===== src/rtl/core/hte_pkg.sv =====
// shared types and constants for the table-driven prefix-code encoder
`timescale 1ns / 1ps

package hte_pkg;

  localparam int unsigned SYM_W       = 8;
  localparam int unsigned TABLE_DEPTH = 256;
  localparam int unsigned IN_LEN_W    = 6;
  localparam int unsigned IN_CODE_W   = 32;
  localparam int unsigned BYTE_W      = 8;
  localparam int unsigned PAD_W       = 3;
  localparam int unsigned OP_Q_DEPTH  = 2;
  localparam int unsigned RES_Q_DEPTH = 2;

  // command codes on the input channel
  typedef enum logic [1:0] {
    CMD_LOAD   = 2'd0,
    CMD_ENCODE = 2'd1,
    CMD_FLUSH  = 2'd2
  } cmd_e;

  // classified operation handed from front to back
  typedef enum logic [1:0] {
    OP_ENCODE = 2'd0,
    OP_ERROR  = 2'd1,
    OP_FLUSH  = 2'd2
  } op_kind_e;

  typedef struct packed {
    logic [BYTE_W-1:0] out_byte;
    logic              byte_valid;
    logic [PAD_W-1:0]  pad_bits;
    logic              error;
    logic              last;
  } res_t;

endpackage


===== src/rtl/core/hte_back.sv =====
// back end: msb-first bit packer that emits one byte per cycle while the result side is ready
`timescale 1ns / 1ps

module hte_back
  import hte_pkg::*;
#(
  parameter int unsigned LEN_W  = 6,
  parameter int unsigned CODE_W = 32
) (
  input  logic              clk_i,
  input  logic              rst_ni,
  input  logic              op_valid_i,
  output logic              op_ready_o,
  input  op_kind_e          op_kind_i,
  input  logic [LEN_W-1:0]  op_len_i,
  input  logic [CODE_W-1:0] op_code_i,
  output logic              res_valid_o,
  input  logic              res_ready_i,
  output res_t              res_o
);

  localparam int unsigned BUF_W = CODE_W + BYTE_W;
  localparam int unsigned REM_W = $clog2(CODE_W + BYTE_W);

  logic [BYTE_W-1:0] pend_byte_q, pend_byte_d;
  logic [2:0]        pend_cnt_q, pend_cnt_d;
  logic              busy_q, busy_d;
  logic [BUF_W-1:0]  buf_q, buf_d;
  logic [REM_W-1:0]  rem_q, rem_d;

  logic [LEN_W-1:0]  shamt;
  logic [CODE_W-1:0] code_left;
  logic [BUF_W-1:0]  cat;
  logic [REM_W-1:0]  total;
  logic [REM_W-1:0]  rem_next;
  logic              take;

  // code left-aligned right behind the pending bits
  assign shamt     = LEN_W'(CODE_W) - op_len_i;
  assign code_left = op_code_i << shamt;
  assign cat       = {pend_byte_q, {CODE_W{1'b0}}} | ({code_left, {BYTE_W{1'b0}}} >> pend_cnt_q);
  assign total     = REM_W'(pend_cnt_q) + REM_W'(op_len_i);
  assign rem_next  = rem_q - REM_W'(BYTE_W);

  // encode needs no result slot when it is taken, error and flush do
  assign op_ready_o = !busy_q && ((op_kind_i == OP_ENCODE) || res_ready_i);
  assign take       = op_valid_i && op_ready_o;

  always_comb begin
    pend_byte_d = pend_byte_q;
    pend_cnt_d  = pend_cnt_q;
    busy_d      = busy_q;
    buf_d       = buf_q;
    rem_d       = rem_q;
    res_valid_o = 1'b0;
    res_o       = '0;
    if (busy_q) begin
      if (res_ready_i) begin
        res_valid_o      = 1'b1;
        res_o.out_byte   = buf_q[BUF_W-1 -: BYTE_W];
        res_o.byte_valid = 1'b1;
        res_o.last       = (rem_next < REM_W'(BYTE_W));
        buf_d            = buf_q << BYTE_W;
        rem_d            = rem_next;
        if (rem_next < REM_W'(BYTE_W)) begin
          busy_d      = 1'b0;
          pend_byte_d = buf_q[BUF_W-BYTE_W-1 -: BYTE_W];
          pend_cnt_d  = rem_next[2:0];
        end
      end
    end else if (take) begin
      case (op_kind_i)
        OP_ENCODE: begin
          if (total >= REM_W'(BYTE_W)) begin
            busy_d = 1'b1;
            buf_d  = cat;
            rem_d  = total;
          end else begin
            pend_byte_d = cat[BUF_W-1 -: BYTE_W];
            pend_cnt_d  = total[2:0];
          end
        end
        OP_ERROR: begin
          res_valid_o = 1'b1;
          res_o.error = 1'b1;
          res_o.last  = 1'b1;
        end
        OP_FLUSH: begin
          res_valid_o = 1'b1;
          res_o.last  = 1'b1;
          if (pend_cnt_q != '0) begin
            res_o.out_byte   = pend_byte_q;
            res_o.byte_valid = 1'b1;
            res_o.pad_bits   = PAD_W'(4'd8 - {1'b0, pend_cnt_q});
          end
          pend_byte_d = '0;
          pend_cnt_d  = '0;
        end
        default: begin
          res_valid_o = 1'b0;
        end
      endcase
    end
  end

  always_ff @(posedge clk_i or negedge rst_ni) begin
    if (!rst_ni) begin
      pend_byte_q <= '0;
      pend_cnt_q  <= '0;
      busy_q      <= 1'b0;
    end else begin
      pend_byte_q <= pend_byte_d;
      pend_cnt_q  <= pend_cnt_d;
      busy_q      <= busy_d;
    end
  end

  always_ff @(posedge clk_i) begin
    buf_q <= buf_d;
    rem_q <= rem_d;
  end

  // pending bits below the fill level stay zero
  a_pend_clean: assert property (@(posedge clk_i) disable iff (!rst_ni)
    (pend_byte_q & (8'hFF >> pend_cnt_q)) == 8'h00)
    else $error("pending byte holds bits beyond its count");

  // a byte run only goes on while a whole byte is left
  a_busy_rem: assert property (@(posedge clk_i) disable iff (!rst_ni)
    busy_q |-> (rem_q >= REM_W'(BYTE_W)))
    else $error("packer busy with less than one byte left");

  // a result without a byte carries no byte and no padding
  a_empty_res: assert property (@(posedge clk_i) disable iff (!rst_ni)
    (res_valid_o && !res_o.byte_valid) |-> (res_o.out_byte == '0 && res_o.pad_bits == '0))
    else $error("result without byte carries data");

  // the final byte of a run returns the packer to idle
  a_run_end: assert property (@(posedge clk_i) disable iff (!rst_ni)
    (busy_q && res_valid_o && res_o.last) |=> !busy_q)
    else $error("packer stays busy after last byte");

endmodule


===== config.mk =====
export PLATFORM = sky130hd
export DESIGN_NAME = hte_back
export DESIGN_NICKNAME = d
export VERILOG_FILES = /design/src/rtl/core/hte_pkg.sv /design/src/rtl/core/hte_back.sv
export SDC_FILE = /design/constraint.sdc
export NUM_CORES = 1
export LEC_CHECK = 0
export BUFFER_PORTS_ARGS = -buffer_cell sky130_fd_sc_hd__buf_4
export CORE_MARGIN = 5
export CORE_UTILIZATION = 45
export CTS_CLUSTER_DIAMETER = 100
export DETAILED_ROUTE_END_ITERATION = 8
export GPL_TIMING_DRIVEN = 0
export MAX_ROUTING_LAYER = met4
export PLACE_DENSITY_LB_ADDON = 0.15
export RECOVER_POWER = 25
export REMOVE_ABC_BUFFERS = 1
export SLEW_MARGIN = 20
export SYNTH_ARGS = -nofsm -noshare
export SYNTH_HDL_FRONTEND = slang
export SYNTH_SLANG_ARGS = --single-unit
export TNS_END_PERCENT = 20

===== constraint.sdc =====
create_clock -name clk_i -period 8.9 [get_ports clk_i]
set_clock_uncertainty 0.1 [all_clocks]
set_input_delay 1.78 -clock clk_i [delete_from_list [all_inputs] [get_ports clk_i]]
set_output_delay 1.78 -clock clk_i [all_outputs]
set_load 0.02 [all_outputs]

==> impl_metrics.yaml <==
worst_setup_path:
  crit_path_end_kind: "flop"
  crit_buf_inv: 3
  crit_path_start_kind: "primary input"
  path_common_cell: "mux2_2"
  max_stage_delay_ns: 1.45
  path_class: "in2reg"
  crit_required_ns: 8.88
  worstPathCellList: "buf_4, inv_1, ha_1, clkbuf_1, mux2_2, mux4_1, mux2_2, a22oi_1, mux2_2, mux2_2, o21ai_0, mux2_2"
  crit_path_top_delay_cell: "clkbuf_1"
  critical-path-top-delay-family: "buffers and inverters"
  arrival_ns: 7.25
  cp_max_fo: 41
clocking:
  hold_buffers: 0
  htreeDepth: 3
  clockBufferDepth: 2
  tritoncts: "done"
  cts_root_buffer: "clkbuf_16"
  clkTransAtPathRegs_ns: 0.06
  numCtsBuffers: 9
  post-cts-setup-buffers: 0
  cts.repair.resized: 0
  cts.sink_count: 57
  clk-insertion-delay-late_ns: 0.33
power_and_ir_drop:
  p_leak_nw: 2.65
  clockPowerShare: 0.170
  combinationalPowerShare: 0.522
  ir_drop_mv: 0.110
  power_switching_mw: 0.795
  power_density_nw_per_um2: 275
  seq_power_share: 0.308
  cellInternalPower_mw: 1.04
  swShare: 0.432
grt:
  grt_max_degree: 45
  grt_first_pass_wirelength_um: 26600
  grt_usage: 0.213
  grt_pass1_vias: 5171
  antenna_found_initial: 0
  grt-ovfl-total: 0
job:
  maxCapViolations: 1
outcome:
  violations: "max-capacitance violations, max-slew violations"
  status: "complete, but fails checks"
yosys:
  yosysSeqAreaShare: 0.278
  ys_warn_count: 0
  syn_area_um2: 5950
  async_flop_share: 0.211
  synth-edff-count: 45
  synth_top_flop_cell: "edfxtp_1"
  synth.distinct_cells: 77
  synth_cells: 626
  syn_area_per_cell_um2: 9.50
  ys_ff_latch: 57
route:
  dr.first_iter.drc_count: 418
  wl_um: 16200
  drt-pass1-iter-count: 7
  final_antenna_net_count: 0
  wl_per_cell_um: 19.5
  viasPerCell: 6.28
  vias: 5219
  drc: 0
timing:
  finalSetupTns_ns: 0
  hold_ws_ns: 0.417
  fmax_mhz: 138
  timing.final.crit_share: 0.817
  slew_violations: 42
  slew_headroom: -0.318
  finalSetupViolations: 0
  tightest_slew_ns: 1.98
  hold_violations: 0
  period_minus_slack_ns: 7.27
  rsz0062_at_grt: "no"
floorplan:
  die_area_um2: 15600
  core_um2: 13100
  rows: 42
  start_util: 0.454
  die_w_um: 125
  io_pins: 60
  dieHeight_um: 125
cells_and_area:
  syn_to_final_growth_pct: 12.6
  n_antenna_cell: 0
  nets: 705
  drive_gt1_frac: 0.244
  stdcell_area_um2: 6700
place:
  dpl_cell_area_um2: 6460
  portBuffers: 59
  place_hpwl_um: 12000
  gp_congestion: 0.915
worst_hold_path:
  hold_path.class: "reg2reg"
-- power groups by stage --
| stage | combinational, mW | sequential, mW | clock, mW |
|---|---|---|---|
| 2_1_floorplan | 0.673 | 0.547 | 0 |
| 3_3_place_gp | 0.896 | 0.591 | 0 |
| 3_5_place_dp | 0.960 | 0.568 | 0 |
| 4_1_cts | 0.965 | 0.565 | 0.316 |
| 5_1_grt | 1.07 | 0.582 | 0.332 |
| 6_report | 0.961 | 0.567 | 0.312 |
-- sequential cells by signal, summed over array words and instances (netlist names) --
| register | cells |
|---|---|
| buf_q | 39 |
| busy_q | 1 |
| pend_byte_q | 8 |
| pend_cnt_q | 3 |
| rem_q | 6 |
-- through the flow --
stage,setup slack [ns],total power [mW],instances,util
global route,1.28,1.98,831,0.512
CTS,2.09,1.85,831,0.515
finish,1.63,1.84,831,0.512
floorplan,2.97,1.22,575,-
global placement,1.70,1.49,810,0.484
detailed placement,2.11,1.53,815,0.494
-- worst min-delay path, cell delays in order (launching register included) --
cell and delay (ns):
edfxtp_1 0.34, nand3_1 0.07, o221ai_1 0.07
-- area by class of cell --
cell class | instances | area, um2
fill | 1221 | 6390
multi-input combinational | 483 | 3900
sequential | 57 | 1650
timing repair buffer | 64 | 518
clock buffer | 9 | 225
tap | 176 | 220
inverter | 35 | 131
clock inverter | 7 | 46.3
-- logic make-up (layout without fill, tap and decap cells) --
kind of cell	Yosys count	after routing	synth area share
flops	57	57	0.278
buf+inv	86	115	0.0694
compound gates	174	174	0.210
simple gates	183	183	0.146
xor+xnor	5	5	0.00863
fa+ha+maj	11	11	0.0244
mux	110	110	0.265
-- worst paths after layout --
path | start | endpoint | slack (ns) | depth (start not counted)
min | buf_q[30]$_DFFE_PP_ | pend_byte_q[6]$_DFFE_PN0P_ | 0.42 | 2
max in group asynchronous | rst_ni | pend_cnt_q[0]$_DFFE_PN0P_ | 6.76 | 1
max | op_len_i[0] | buf_q[36]$_DFFE_PP_ | 1.63 | 12
max reg2reg | pend_cnt_q[1]$_DFFE_PN0P_ | pend_byte_q[3]$_DFFE_PN0P_ | 4.20 | 10
min reg2reg | buf_q[30]$_DFFE_PP_ | pend_byte_q[6]$_DFFE_PN0P_ | 0.42 | 2
min in group asynchronous | rst_ni | pend_byte_q[6]$_DFFE_PN0P_ | 1.41 | 1
-- synthesized netlist by cell type (all sizes together) (4+ instances only) --
| master | n | share of area |
|---|---|---|
| nand3 | 13 | 0.011 |
| a21oi | 37 | 0.031 |
| ha | 10 | 0.021 |
| nor2b | 8 | 0.0084 |
| and3 | 7 | 0.0074 |
| dfrtp | 12 | 0.051 |
| nand2b | 5 | 0.0053 |
| mux2i | 39 | 0.066 |
| o22ai | 20 | 0.021 |
| buf | 20 | 0.028 |
| a22oi | 7 | 0.0088 |
| a22o | 11 | 0.016 |
| mux4 | 31 | 0.12 |
| or3 | 8 | 0.0093 |
| inv | 35 | 0.022 |
| a21o | 6 | 0.0076 |
| nor3 | 11 | 0.0093 |
| or2 | 4 | 0.0042 |
| edfxtp | 45 | 0.23 |
| o21ai | 25 | 0.021 |
| and2 | 4 | 0.0042 |
| nand2 | 57 | 0.036 |
| nor2 | 53 | 0.033 |
| a222oi | 8 | 0.013 |
| o211a | 4 | 0.0067 |
| a32o | 5 | 0.0084 |
| mux2 | 40 | 0.076 |
| o211ai | 10 | 0.013 |
| clkbuf | 31 | 0.020 |
| o31ai | 4 | 0.0082 |
| o32ai | 5 | 0.0086 |
-- cell usage in the layout, fill, tap and decap left out, types with 8 or more instances in the layout --
cell        n
mux2_2     40
a22o_1     11
nand3_1    13
o22ai_1    20
clkbuf_16   9
mux4_2     23
nand2_1    55
o211ai_1   10
ha_1       10
mux2i_1    38
nor3_1     11
nor2b_1     8
nor2_1     53
inv_1      33
dfrtp_1    10
buf_4      55
edfxtp_1   45
a222oi_1    8
o21ai_0    22
mux4_1      8
a21oi_1    37
-- metal layers --
metal | routed length (um) | GRT usage
met4 | 336 | 0.0548
met3 | 1030 | 0.0388
met2 | 7680 | 0.344
met5 | 0 | -
met1 | 7150 | 0.279
(Power assumes the default switching activity.)
