### src/rtl/core/hte_fifo.sv
// small synchronous queue with push/full and pop/empty sides
`timescale 1ns / 1ps

module hte_fifo #(
  parameter int unsigned WIDTH = 14,
  parameter int unsigned DEPTH = 2
) (
  input  logic             clk_i,
  input  logic             rst_ni,
  input  logic             push_i,
  output logic             full_o,
  input  logic [WIDTH-1:0] wdata_i,
  input  logic             pop_i,
  output logic             empty_o,
  output logic [WIDTH-1:0] rdata_o
);

  localparam int unsigned PTR_W = (DEPTH > 1) ? $clog2(DEPTH) : 1;
  localparam int unsigned CNT_W = $clog2(DEPTH + 1);

  logic [WIDTH-1:0] mem_q [DEPTH];
  logic [PTR_W-1:0] wr_ptr_q, wr_ptr_d, rd_ptr_q, rd_ptr_d;
  logic [CNT_W-1:0] cnt_q, cnt_d;
  logic             do_push, do_pop;

  assign full_o  = (cnt_q == CNT_W'(DEPTH));
  assign empty_o = (cnt_q == '0);
  assign do_push = push_i && !full_o;
  assign do_pop  = pop_i && !empty_o;
  assign rdata_o = mem_q[rd_ptr_q];

  always_comb begin
    wr_ptr_d = wr_ptr_q;
    rd_ptr_d = rd_ptr_q;
    cnt_d    = cnt_q;
    if (do_push) begin
      wr_ptr_d = (wr_ptr_q == PTR_W'(DEPTH - 1)) ? '0 : wr_ptr_q + 1'b1;
    end
    if (do_pop) begin
      rd_ptr_d = (rd_ptr_q == PTR_W'(DEPTH - 1)) ? '0 : rd_ptr_q + 1'b1;
    end
    if (do_push && !do_pop) begin
      cnt_d = cnt_q + 1'b1;
    end else if (do_pop && !do_push) begin
      cnt_d = cnt_q - 1'b1;
    end
  end

  always_ff @(posedge clk_i or negedge rst_ni) begin
    if (!rst_ni) begin
      wr_ptr_q <= '0;
      rd_ptr_q <= '0;
      cnt_q    <= '0;
    end else begin
      wr_ptr_q <= wr_ptr_d;
      rd_ptr_q <= rd_ptr_d;
      cnt_q    <= cnt_d;
    end
  end

  always_ff @(posedge clk_i) begin
    if (do_push) begin
      mem_q[wr_ptr_q] <= wdata_i;
    end
  end

endmodule

### config.mk
export PLATFORM = sky130hd
export DESIGN_NAME = hte_fifo
export DESIGN_NICKNAME = d
export VERILOG_FILES = /design/src/rtl/core/hte_fifo.sv
export SDC_FILE = /design/constraint.sdc
export NUM_CORES = 1
export LEC_CHECK = 0
export ABC_CLOCK_PERIOD_IN_PS = 1650
export BUFFER_PORTS_ARGS = -buffer_cell sky130_fd_sc_hd__buf_2
export CORE_AREA = 4 4 58 60
export DETAILED_ROUTE_END_ITERATION = 10
export DIE_AREA = 0 0 62 64
export PLACE_DENSITY = 0.75
export SLEW_MARGIN = 25
export SYNTH_ARGS = -nofsm -noshare
export SYNTH_HDL_FRONTEND = slang
export SYNTH_SLANG_ARGS = --single-unit
### constraint.sdc
create_clock -name clk_i -period 1.65 [get_ports clk_i]
set_input_delay 0.0825 -clock clk_i [delete_from_list [all_inputs] [get_ports clk_i]]
set_output_delay 0.0825 -clock clk_i [all_outputs]
set_load 0.01 [all_outputs]
==> results of run 1 <==
cells in the mapped netlist, drive strengths merged:
library cell  number
and3               1
buf                2
dfrtp              4
edfxtp            28
ha                 1
inv                2
mux2              14
nand2              1
nand2b             1
nor2               3
o21ai              1
xnor2              3
xor2               2
metal layers:
metal  up-vias  wire length (microns)  global-route usage, %
li1        348                      -                      -
met5         -                      0                      0
met4         0                     53                   7.16
met3         7                    143                   3.84
met2        24                   1100                   18.5
met1       349                    802                   11.9
cell type report:
cell class | count | area (sq um) | area share [%]
multi-input cells | 27 | 280 | 16.6
clock buffers | 6 | 41.3 | 2.44
inverters | 2 | 7.51 | 0.444
flip-flops and latches | 32 | 941 | 55.6
well taps | 33 | 41.3 | 2.44
clock inverters | 2 | 35.0 | 2.07
repair buffers | 52 | 345 | 20.4
cell families (layout without fill, tap and decap cells):
group / Yosys count / in the layout / share of synthesized area [%]
DFF: 32 / 32 / 74.7
muxes: 14 / 14 / 15.2
and+or+nand+nor: 6 / 6 / 2.18
xor gates and xnor gates: 5 / 5 / 3.48
buffers and inverters: 4 / 62 / 3.08
adders and majority gates: 1 / 1 / 0.993
AOI/OAI and AO/OA: 1 / 1 / 0.397
through the flow:
stage          power [mW]  setup slack [ns]  util, %  instances
4_1_cts              2.80            0.0920     57.8        154
2_1_floorplan        1.92           0.00355        -         63
3_3_place_gp         2.16             0.269     50.0        131
6_report             2.74             0.123     57.8        154
5_1_grt              2.90            0.0291     57.8        154
3_5_place_dp         2.20             0.124     50.0        131
worst min-delay path by stage:
stage	depth (start not counted)	slack, ns	end
4_1_cts	3	0.04	wr_ptr_q
5_1_grt	3	0.06	wr_ptr_q
2_1_floorplan	0	-0.21	cnt_q[0]
3_3_place_gp	1	-0.11	cnt_q[0]
3_5_place_dp	1	-0.10	cnt_q[1]
6_report	3	0.07	wr_ptr_q
sequential cells by signal, indices dropped and copies added, names as in the netlist:
| register | flops |
|---|---|
| mem_q | 28 |
| cnt_q | 2 |
| wr_ptr_q | 1 |
| rd_ptr_q | 1 |
layout by cell type, fill, tap and decap left out:
master,count
buf_2,33
edfxtp_1,28
dlygate4sd3_1,15
mux2_4,9
mux2_2,5
clkbuf_4,5
dfrtp_1,4
buf_4,4
nor2_1,3
xnor2_1,3
inv_1,2
xor2_1,2
nand2b_1,1
nand2_1,1
o21ai_1,1
and3_1,1
ha_1,1
bufinv_16,1
clkinv_2,1
clkbuf_1,1
power groups by stage:
stage          registers (mW)  clock network, mW  logic (mW)
2_1_floorplan            1.20                  0       0.718
4_1_cts                  1.21              0.590        1.00
3_5_place_dp             1.23                  0       0.976
5_1_grt                  1.22              0.615        1.06
6_report                 1.20              0.558       0.981
3_3_place_gp             1.21                  0       0.952
worst reg2reg max path: stages (launching register included):
cell and delay, ns:
dfrtp_1 0.44, nand2b_1 0.20, nand2_1 0.13, inv_1 0.05
ha_1 0.30, nor2_1 0.14, xor2_1 0.18
==> flow_metrics.py, run 1 <==
metrics = {
    "status": {
        "status": "finished clean",
    },
    "worst_setup_path": {
        "ff2ff_path_depth": 6,
        "worstPathArrival_ns": 1.77,
        "end_kind": "flip-flop",
        "path_depth": 6,
        "cp-startpoint": "cnt_q[0]",
        "slowest_delay_ns": 0.44,
        "regToRegEndpoint": "cnt_q[1]",
        "cp-start-kind": "flip-flop",
        "reg2reg_slack_ns": 0.12,
        "path_class": "flip-flop to flip-flop",
        "worst-path-buf-inv": 1,
        "r2r-start": "cnt_q[0]",
        "worstPathRequired_ns": 1.89,
        "path_max_fanout": 5,
        "crit_chain": "nand2b_1, nand2_1, inv_1, ha_1, nor2_1, xor2_1",
        "slowest_stage": "dfrtp_1",
        "worstSetupEndpoint": "cnt_q[1]",
        "path_delay_family": "simple AND/OR/NAND/NOR gates",
    },
    "yosys": {
        "syn_inst": 63,
        "netlist_area_sq_um": 1260,
        "synth_top_cell_area_share_pct": 66.7,
        "yosys_warnings": 0,
        "synth-seq-cells": 32,
        "seq_area_frac_synth_pct": 74.7,
        "synth_area_leader_cell": "edfxtp_1",
        "yosysUniqueCellTypes": 15,
        "synth.top_cells.by_area": "edfxtp_1, mux2_4, dfrtp_1",
        "syn_area_per_cell_sq_um": 20.0,
        "syn-num-nets": 82,
    },
    "clocking": {
        "cts.sinks": 32,
        "cts_resized": 0,
        "clock-root-buffer": "clkbuf_4",
        "cts_hold_buf": 15,
        "ctsLongestPathBuffers": 2,
        "path_clk_slew_ns": 0.09,
        "postCtsSetupBuffers": 0,
        "clk-insertion-delay-late_ns": 0.32,
        "numCtsBuffers": 5,
        "cts_tree": "yes",
        "cts_htree_levels": 2,
    },
    "power": {
        "pwr-share-comb_pct": 35.8,
        "peakVddDrop_uv": 1120,
        "leakage_nw": 0.713,
        "clkPwrFrac_pct": 20.3,
        "switching_share_pct": 28.7,
        "p_sw_uw": 787,
        "seqPwrFrac_pct": 43.9,
        "powerDensity_nw_per_um2": 1620,
        "p_int_mw": 1.96,
    },
    "sta": {
        "slew_viol_final": 0,
        "slew_headroom_pct": 84.9,
        "clock_skew_ns": 0.00366,
        "finalSetupViolCount": 0,
        "hold_viol": 0,
        "holdWs_ns": 0.0665,
        "fin_crit_sh_pct": 92.5,
        "rsz0062_at_grt": "no",
        "period_minus_slack_ns": 1.53,
        "fin_setup_tns_ns": 0,
        "worst_pin_slew_ns": 0.224,
        "max_freq_ghz": 0.655,
    },
    "final_layout": {
        "nFillCells": 253,
        "nNetsFinal": 139,
        "drive_above_1_share_pct": 47.9,
        "area_growth_syn_to_layout_pct": 34.3,
        "n_antenna_cell": 0,
        "final_area_sq_um": 1690,
    },
    "die": {
        "fp.coreArea_sq_um": 2930,
        "ioPinCount": 34,
        "fp.dieArea_sq_um": 3970,
        "fp.dieH_microns": 64,
        "fp.dieW_microns": 62,
        "start_util_pct": 43.0,
        "row_count": 20,
    },
    "run": {
        "drv_cap": 0,
    },
    "global_route": {
        "grt_usage_pct": 11.3,
        "grt_pass1_wl_microns": 3140,
        "grt.overflow.total": 0,
        "grt_max_degree": 15,
        "antenna_found_initial": 0,
        "grt_pass1_vias": 731,
    },
    "hold_path": {
        "hp-class": "input port to flip-flop",
        "min_from": "push_i",
    },
    "detailed_routing": {
        "vias": 728,
        "viasPerCell": 4.73,
        "totalWireLength_microns": 2100,
        "first_iter_violations": 16,
        "drt-pass1-iter-count": 2,
        "ant_nets": 0,
        "drc": 0,
        "routedWlPerCell_microns": 13.6,
    },
    "place": {
        "numPortBuffers": 33,
        "gp_congestion": 0.693,
        "post_dp_cell_area_sq_um": 1470,
        "place_hpwl_microns": 1460,
    },
}
No activity file was read; power rests on OpenSTA's default activity.
==> run 2: changes to the inputs <==
--- a/config.mk
+++ b/config.mk
@@ -6,12 +6,11 @@
 export NUM_CORES = 1
 export LEC_CHECK = 0
 export ABC_CLOCK_PERIOD_IN_PS = 1650
-export BUFFER_PORTS_ARGS = -buffer_cell sky130_fd_sc_hd__buf_2
+export BUFFER_PORTS_ARGS = -buffer_cell sky130_fd_sc_hd__buf_4
 export CORE_AREA = 4 4 58 60
 export DETAILED_ROUTE_END_ITERATION = 10
 export DIE_AREA = 0 0 62 64
 export PLACE_DENSITY = 0.75
-export SLEW_MARGIN = 25
 export SYNTH_ARGS = -nofsm -noshare
 export SYNTH_HDL_FRONTEND = slang
 export SYNTH_SLANG_ARGS = --single-unit
==> run 2 against run 1 <==
Combinational power increased by 11%. Global-route usage is 0.95 points higher. Die area stayed put. Non-clock buffer count unchanged. Register-to-register slack improved by 0.05 ns. First-iteration DRC count rose by 19%. Clock skew is 0.0058 ns higher. Wire length up 2.5%. Core utilization rose by 2.8 points. Critical path type unchanged. Sequential cell count unchanged.
==> flow_metrics.py, run 2 (synthesis results as in run 1) <==
metrics = {
    "power": {
        "seqPwrFrac_pct": 42.1,
        "pwr-share-comb_pct": 38.2,
        "peakVddDrop_uv": 1150,
        "power_mw": 2.86,
        "powerDensity_nw_per_um2": 1610,
        "p_int_mw": 2.06,
        "leakage_nw": 0.741,
        "clkPwrFrac_pct": 19.7,
        "p_sw_uw": 806,
        "switching_share_pct": 28.1,
    },
    "hold_path": {
        "hp-class": "input port to flip-flop",
        "min_from": "push_i",
    },
    "detailed_routing": {
        "first_iter_violations": 19,
        "totalWireLength_microns": 2150,
        "viasPerCell": 4.59,
        "drc": 0,
        "routedWlPerCell_microns": 14.0,
        "drt-pass1-iter-count": 2,
        "ant_nets": 0,
        "vias": 707,
    },
    "clocking": {
        "clk-insertion-delay-late_ns": 0.32,
        "ctsLongestPathBuffers": 2,
        "cts_htree_levels": 2,
        "path_clk_slew_ns": 0.10,
        "cts_resized": 0,
        "cts_tree": "yes",
        "numCtsBuffers": 5,
        "cts.sinks": 32,
        "clock-root-buffer": "clkbuf_4",
    },
    "worst_setup_path": {
        "worst-path-buf-inv": 1,
        "cp-start-kind": "flip-flop",
        "end_kind": "flip-flop",
        "path_max_fanout": 5,
        "crit_chain": "nand2b_1, nand2_1, inv_1, ha_1, nor2_1, xor2_1",
        "path_delay_family": "simple AND/OR/NAND/NOR gates",
        "cp-startpoint": "cnt_q[0]",
        "worstPathArrival_ns": 1.72,
        "path_class": "flip-flop to flip-flop",
        "slowest_stage": "dfrtp_1",
        "r2r-start": "cnt_q[0]",
        "slowest_delay_ns": 0.44,
        "worstPathRequired_ns": 1.90,
    },
    "sta": {
        "worst_pin_slew_ns": 0.212,
        "fin_setup_tns_ns": 0,
        "max_freq_ghz": 0.678,
        "clock_skew_ns": 0.00950,
        "rsz0062_at_grt": "no",
        "hold_viol": 0,
        "fin_crit_sh_pct": 89.3,
        "holdWs_ns": 0.0786,
        "period_minus_slack_ns": 1.47,
        "slew_viol_final": 0,
        "finalSetupViolCount": 0,
        "slew_headroom_pct": 85.8,
    },
    "global_route": {
        "grt.overflow.total": 0,
        "grt_usage_pct": 12.3,
        "grt_pass1_wl_microns": 3360,
        "grt_pass1_vias": 765,
        "grt_max_degree": 15,
        "antenna_found_initial": 0,
    },
    "run": {
        "drv_cap": 0,
    },
    "place": {
        "gp_congestion": 0.699,
        "place_hpwl_microns": 1440,
        "post_dp_cell_area_sq_um": 1550,
        "numPortBuffers": 33,
    },
    "final_layout": {
        "regMostFlops": "mem_q",
        "final_area_sq_um": 1770,
        "nNetsFinal": 139,
        "drive_above_1_share_pct": 47.9,
        "largest_reg_flops": 28,
        "n_antenna_cell": 0,
        "layout_commonest_cell": "buf_4",
        "area_growth_syn_to_layout_pct": 40.8,
        "layout_common_cells": "buf_4, edfxtp_1, dlygate4sd3_1, mux2_4",
        "reg.largest.list": "mem_q (28), cnt_q (2)",
    },
    "die": {
        "fp.dieW_microns": 62,
        "fp.coreArea_sq_um": 2930,
        "fp.dieArea_sq_um": 3970,
        "start_util_pct": 43.0,
        "row_count": 20,
        "ioPinCount": 34,
        "fp.dieH_microns": 64,
    },
    "status": {
        "status": "finished clean",
    },
}
## run 2: changes by cell type in the layout (fill, tap and decap cells not counted)
cell   delta
buf_2    -33
buf_4    +33
## run 2: per-stage QoR
step	util [%]	cells	setup slack [ns]
6_report	60.6	154	0.176
2_1_floorplan	-	63	0.00355
3_5_place_dp	52.9	131	0.162
4_1_cts	60.6	154	0.155
3_3_place_gp	52.9	131	0.269
5_1_grt	60.6	154	0.0177
## run 2: per-layer routing
| metal | global-route usage, % | wire, microns | share of wire (%) | vias up |
|---|---|---|---|---|
| li1 | - | - | - | 347 |
| met1 | 13.0 | 861 | 40 | 335 |
| met2 | 20.5 | 1120 | 52 | 21 |
| met3 | 4.44 | 135 | 6.3 | 4 |
| met4 | 6.37 | 30 | 1.4 | 0 |
| met5 | 0 | 0 | 0 | - |
## run 2: worst paths after layout
path | endpoint | slack, ns | cells past startpoint
setup / recovery | cnt_q[1] | 0.18 | 6
hold / removal | wr_ptr_q | 0.08 | 3
setup reg to reg | cnt_q[1] | 0.18 | 6
hold reg to reg | wr_ptr_q | 0.51 | 1
max in group asynchronous | cnt_q[1] | 1.46 | 2
min in group asynchronous | rd_ptr_q | 0.09 | 2
## run 2: cell type report
class / count / area, sq um
well taps: 33 / 41.3
repair buffers: 52 / 428
clock buffers: 6 / 41.3
flip-flops and latches: 32 / 941
fillers: 226 / 1150
multi-input cells: 27 / 280
inverters: 2 / 7.51
clock inverters: 2 / 35.0
## run 2: repair_timing
action                                 4_1_cts  5_1_grt
endpoints found under the hold margin       32        0
hold buffers                                15        0
setup buffers                                0        0
## run 2: worst register-to-register path, stage by stage, from the launching register on
cell      delay (ns)
dfrtp_1         0.44
nand2b_1        0.19
nand2_1         0.13
inv_1           0.06
ha_1            0.30
nor2_1          0.14
xor2_1          0.14
## run 2: power groups by stage
stage	clock (mW)	combinational, mW	sequential [mW]
2_1_floorplan	0	0.718	1.20
3_3_place_gp	0	1.06	1.21
3_5_place_dp	0	1.09	1.23
4_1_cts	0.584	1.12	1.21
5_1_grt	0.614	1.19	1.23
6_report	0.563	1.09	1.21
